==> src/design/ripp_pkg.sv <==
package ripp_pkg;

   localparam int MAX_COLS_DEF = 1024;
   localparam int MAX_ROWS_DEF = 128;
   localparam int QUEUE_DEPTH  = 4;

   localparam logic [2:0] CSR_IMG_COLS = 3'd0;
   localparam logic [2:0] CSR_IMG_ROWS = 3'd1;
   localparam logic [2:0] CSR_CENTER_X = 3'd2;
   localparam logic [2:0] CSR_CENTER_Y = 3'd3;
   localparam logic [2:0] CSR_FOCAL_X  = 3'd4;
   localparam logic [2:0] CSR_FOCAL_Y  = 3'd5;

   localparam logic OP_PROJECT = 1'b0;
   localparam logic OP_READ    = 1'b1;

   localparam logic [1:0] KIND_PROJ     = 2'd0;
   localparam logic [1:0] KIND_READ     = 2'd1;
   localparam logic [1:0] KIND_READ_OOB = 2'd2;

   typedef struct packed {
      logic [1:0]         kind;
      logic signed [31:0] px;
      logic signed [31:0] py;
      logic signed [31:0] pz;
      logic [16:0]        pix;
   } item_type;

endpackage

==> src/design/ripp_front.sv <==
module ripp_front
   import ripp_pkg::*;
#(
   parameter int STORE_DEPTH = MAX_COLS_DEF * MAX_ROWS_DEF
) (
   input  logic               clock,
   input  logic               reset,
   input  logic               req_valid,
   output logic               req_ready,
   input  logic               req_opcode,
   input  logic signed [31:0] req_point_x,
   input  logic signed [31:0] req_point_y,
   input  logic signed [31:0] req_point_z,
   input  logic [16:0]        req_pixel_index,
   input  logic               hold,
   output logic               head_valid,
   output item_type           head_item,
   input  logic               head_pop
);

   localparam int PW = $clog2(QUEUE_DEPTH);

   item_type        q_ff [QUEUE_DEPTH];
   logic [PW-1:0]   wr_ff, wr_in, rd_ff, rd_in;
   logic [PW:0]     cnt_ff, cnt_in;
   item_type        new_item;
   logic            push, pop;

   always_comb begin
      new_item.px  = req_point_x;
      new_item.py  = req_point_y;
      new_item.pz  = req_point_z;
      new_item.pix = req_pixel_index;
      if (req_opcode == OP_READ) begin
         if (32'(req_pixel_index) >= 32'(STORE_DEPTH)) begin
            new_item.kind = KIND_READ_OOB;
         end else begin
            new_item.kind = KIND_READ;
         end
      end else begin
         new_item.kind = KIND_PROJ;
      end
   end

   assign req_ready  = (cnt_ff != (PW+1)'(QUEUE_DEPTH)) && !hold;
   // zero forward points are dropped here
   assign push = req_valid && req_ready &&
                 !(req_opcode == OP_PROJECT && req_point_x == 32'sd0);
   assign head_valid = (cnt_ff != '0);
   assign head_item  = q_ff[rd_ff];
   assign pop        = head_pop && head_valid;

   always_comb begin
      wr_in  = push ? wr_ff + 1'b1 : wr_ff;
      rd_in  = pop ? rd_ff + 1'b1 : rd_ff;
      cnt_in = cnt_ff + (PW+1)'(push) - (PW+1)'(pop);
   end

   always_ff @(posedge clock) begin
      if (reset) begin
         wr_ff  <= '0;
         rd_ff  <= '0;
         cnt_ff <= '0;
      end else begin
         wr_ff  <= wr_in;
         rd_ff  <= rd_in;
         cnt_ff <= cnt_in;
      end
      if (push) begin
         q_ff[wr_ff] <= new_item;
      end
   end

endmodule

==> config.mk <==
export PLATFORM = sky130hd
export DESIGN_NAME = ripp_front
export DESIGN_NICKNAME = d
export VERILOG_FILES = /design/src/design/ripp_pkg.sv /design/src/design/ripp_front.sv
export SDC_FILE = /design/constraint.sdc
export NUM_CORES = 1
export LEC_CHECK = 0
export ABC_AREA = 1
export BUFFER_PORTS_ARGS = -buffer_cell sky130_fd_sc_hd__buf_2
export CAP_MARGIN = 20
export CORE_ASPECT_RATIO = 1.2
export CORE_MARGIN = 10
export CORE_UTILIZATION = 40
export DETAILED_ROUTE_END_ITERATION = 6
export SYNTH_ARGS = -nofsm -noshare
export SYNTH_HDL_FRONTEND = slang
export SYNTH_SLANG_ARGS = --single-unit
==> constraint.sdc <==
create_clock -name clock -period 22.6 [get_ports clock]
set_input_delay 6.78 -clock clock [delete_from_list [all_inputs] [get_ports clock]]
set_output_delay 6.78 -clock clock [all_outputs]
set_load 0.05 [all_outputs]
=== Word level (Yosys, flattened, before mapping) ===
Memory sizes are Yosys's and may differ from the RTL's. A register that Yosys moved wholly into a read port is not among the register bits.
Cells that the tools add are included.

* Memories: 1
* RAM bits: 456
* Logic and storage cells: 24
* Register bits after elaboration: 7
* Bits of input ports: 119
* Output and inout bits: 117

* Reductions and logical operators: 9
* Equal/unequal tests: 1
* Add/sub/neg operators: 4
* Mux-type cells: 5
* Bitwise logic cells: 1

{| class="wikitable"
|+ Memories
! name !! words !! bits a word !! rd ports !! clocked after Yosys merged registers in !! write ports !! RTL line !! source
|-
| q_ff || 4 || 114 || 1 || 1 || 1 || ripp_front.sv:23 || <nowiki>item_type q_ff [QUEUE_DEPTH];</nowiki>
|}

{| class="wikitable"
|+ Operators with widths
! operator !! number
|-
| zero test 32 bit || 1
|-
| logical AND 1 bit || 5
|-
| adder 2 x 1 -> 2 bit, second input constant || 2
|-
| two-way mux 2 bit || 2
|-
| adder 3 x 1 -> 3 bit || 1
|-
| two-way mux 1 bit || 3
|-
| != test 3 bit, second input constant || 1
|-
| nonzero test 3 bit || 1
|-
| subtractor 3 x 1 -> 3 bit || 1
|-
| zero test 1 bit || 2
|-
| NOT 1 bit || 1
|}

=== Logic depth before layout (Yosys ltp) ===
* Depth after elaboration: 6
* Gate-level depth with buffers: 15
* Mapped depth without buffers: 15

=== Worst setup path before layout ===
No wires, ideal clock.

* Kind: input-to-output
* Start: in hold
* End: out req_ready
* Path slack: 8.259 ns
* Required time: 15.820 ns
* Cell stages on the path: 1
* Arrival time: 7.561 ns
* Buffers on the path: 0
* Cells stage by stage: a21oi_1

* Longest elaborated chain between the ends: 2

{| class="wikitable"
|+ RTL lines
! what !! RTL line !! source
|-
| from (decl) || ripp_front.sv:15 || <nowiki>input logic hold,</nowiki>
|-
| zero test 1 bit || ripp_front.sv:45 || <nowiki>assign req_ready = (cnt_ff != (PW+1)'(QUEUE_DEPTH)) && !hold;</nowiki>
|-
| logical AND 1 bit || ripp_front.sv:45 ||
|-
| to (decl) || ripp_front.sv:9 || <nowiki>output logic req_ready,</nowiki>
|}

Every way passes these cells.

=== Worst setup path in the final report ===
Same ends and word-level chain as after synthesis.

==> results.cfg <==
[cells_and_area]
finalCoreUtilization_pct = 47.6
fin_nets = 1536
synthToLayoutAreaGrowth_pct = 16.9
layout-drive-gt1-share_pct = 22.6

[floorplan]
io_pins = 236
rows = 83
die_x_um = 211
initial_core_util_pct = 40.7
design.core.area_sq_um = 43000
die-area_sq_um = 52500
die-height_um = 249

[clock_tree]
cts_buffers = 46
clockRootBuffer = clkbuf_16
cts_buffer_depth = 3
cts_tree = built
cts_resized = 0
cts.sinks = 465
postCtsSetupRepairBufs = 0
clkLatencyLatePin_ps = 570
cts_max_level = 2
cts_hold_buf = 0
clkTransAtPathRegs_ps = 60

[drt]
postRouteAntennaNets = 0
first_pass_iters = 4
routedWlPerCell_um = 20.1
drtIter0Drc = 605
dr_total_vias = 10341
drt-total-wl_um = 40200
drc = 0
vias_per_cell = 5.17

[power_and_ir_drop]
ir_drop_v = 0.0000979
comb_power_share_pct = 29.4
clkPwrFrac_pct = 29.6
intPower_mw = 1.57
power.leakage_nw = 7.04
pwr_density_cell_nw_per_um2 = 121
seq_power_share_pct = 41.0
swShare_pct = 36.8
p_sw_mw = 0.913

[critical_path]
worst_ep_required_time_ps = 15820
cp.buffers_inverters = 2
cp-start-kind = input port
worstSetupPathType = input port to output pin
crit_arrival_ps = 7290
slowest_stage = buf_2
endpoint_kind = output pin
cpPeakStageDelay_ps = 290
crit_top_cell = buf_2
crit_family = buffers and inverters
crit_chain = buf_2, a21oi_1, buf_2
crit_fanout = 2

[synth]
synth.avg_cell_area_sq_um = 14.7
yosys_warnings = 0
syn_nets = 1316
synth_area_leaders = edfxtp_1, nor2_1, o21ai_0
synth_edf_count = 456
netlist_area_sq_um = 17500
synth_top_area_share_pct = 78.3
yosys_most_used_dff = edfxtp_1
seq_area_frac_synth_pct = 79.3
synthArstFlopShare_pct = 0
synth-seq-cells = 465
synth_cell_types = 28
netlist_instances = 1190
synth.largest_area_cell = edfxtp_1

[place]
dp_hpwl_um = 22700
place.gp.congestion = 0.723
io_buffers = 234

[timing]
setup_viol = 0
slew-limit-headroom_pct = 27.1
hold_viol_final = 0
clock_skew_ps = 12.7
finalMaxSlewViolations = 0
fin_crit_ps = 14070
tns_ps = 0
worstMarginPinSlew_ps = 1090
rsz0062_at_grt = no
fin_hold_ws_ps = 455
min_period_over_period_pct = 62.3
max_freq_mhz = 71.1

[global_route]
antenna_found_initial = 12
grt_max_degree = 125
grt_pass1_wl_um = 61000
grt_usage_pct = 14.9
use_met3_pct = 5.09
use_met2_pct = 25.5
grt.met1_usage_pct = 17.4
busiest_layer = met2
grt_pass1_vias = 10454
grt_overflow = 0

[flow_run]
max-cap-violations = 0

[hold_path]
min_path_type = register to register

[run_status]
status = finished clean
[per-stage QoR]
| stage | instances | power [mW] | area, sq um | setup slack [ps] |
|---|---|---|---|---|
| finish | 2000 | 2.48 | 20500 | 8530 |
| CTS | 1995 | 2.51 | 20400 | 8520 |
| global route | 1999 | 2.59 | 20500 | 8510 |
| detailed placement | 1914 | 1.78 | 19000 | 8520 |
| global placement | 1914 | 1.77 | 19000 | 8520 |
| floorplan | 1190 | 1.61 | 17500 | 8260 |
[synthesized netlist by cell type (6+ instances only)]
master,count
edfxtp_1,456
dfxtp_1,9
buf_6,16
clkbuf_2,7
o21ai_1,42
nand2_1,12
buf_4,17
inv_1,13
buf_2,23
ha_1,6
o22ai_1,114
nor2_1,256
clkbuf_1,12
o21ai_0,189
[cells by family after synthesis]
| logic type | synth area share [%] |
|---|---|
| AO/OA/AOI/OAI | 10.8 |
| other | 0.0214 |
| adder cells (fa/ha/maj) | 0.543 |
| flip-flops | 79.3 |
| buffers and inverters | 3.21 |
| AND/OR/NAND/NOR | 6.06 |
| XOR/XNOR | 0.0501 |
[worst paths after layout]
check	from	endpoint	slack [ps]	cells past startpoint
min reg2reg	rd_ff[1]	register	460	2
max	hold	req_ready	8530	3
min	rd_ff[1]	register	460	2
max reg2reg	cnt_ff[1]	q_ff[3][109]	19150	7
[flip-flops by register name, summed over array words and instances (netlist names), named ones only]
signal and cells:
q_ff 456, cnt_ff 3, rd_ff 2, wr_ff 2
[layout make-up]
type	instances	area (sq um)
Fill cell	3783	22500
Sequential cell	465	13900
Multi-Input combinational cell	635	3090
Timing Repair Buffer	247	1270
Clock buffer	56	1250
Tap cell	552	691
Clock inverter	25	201
Inverter	15	62.6
Antenna cell	5	12.5
[worst reg2reg max path, delay by kind of cell, from the launching register on]
kind | cells | cell delay, ps
AOI/OAI and AO/OA | 1 | 150
buffers and inverters | 2 | 1420
DFF | 1 | 390
and+or+nand+nor | 4 | 1080
[power groups by stage]
stage          Combinational, mW  Clock [mW]  Sequential (mW)
6_report                   0.729       0.734             1.02
3_3_place_gp               0.734           0             1.04
2_1_floorplan              0.575           0             1.03
4_1_cts                    0.742       0.753             1.02
3_5_place_dp               0.741           0             1.04
5_1_grt                    0.784       0.786             1.02
[layer usage]
metal / part of all wire (%) / routed length [um]
met3: 7.7 / 3110
met5: 0.17 / 67
met4: 1.9 / 756
met1: 40 / 16300
met2: 50 / 20000
[placed cells by master, fill, tap and decap left out, drive strengths merged, types with 3 or more instances in the layout]
master / n
diode: 5
dfxtp: 9
clkinv: 21
o21ai: 231
nor2: 257
ha: 6
nand2: 14
o22ai: 114
a21oi: 5
edfxtp: 456
inv: 15
bufinv: 3
clkbuf: 56
buf: 247
Note: power is estimated with default switching activity, not from simulation.
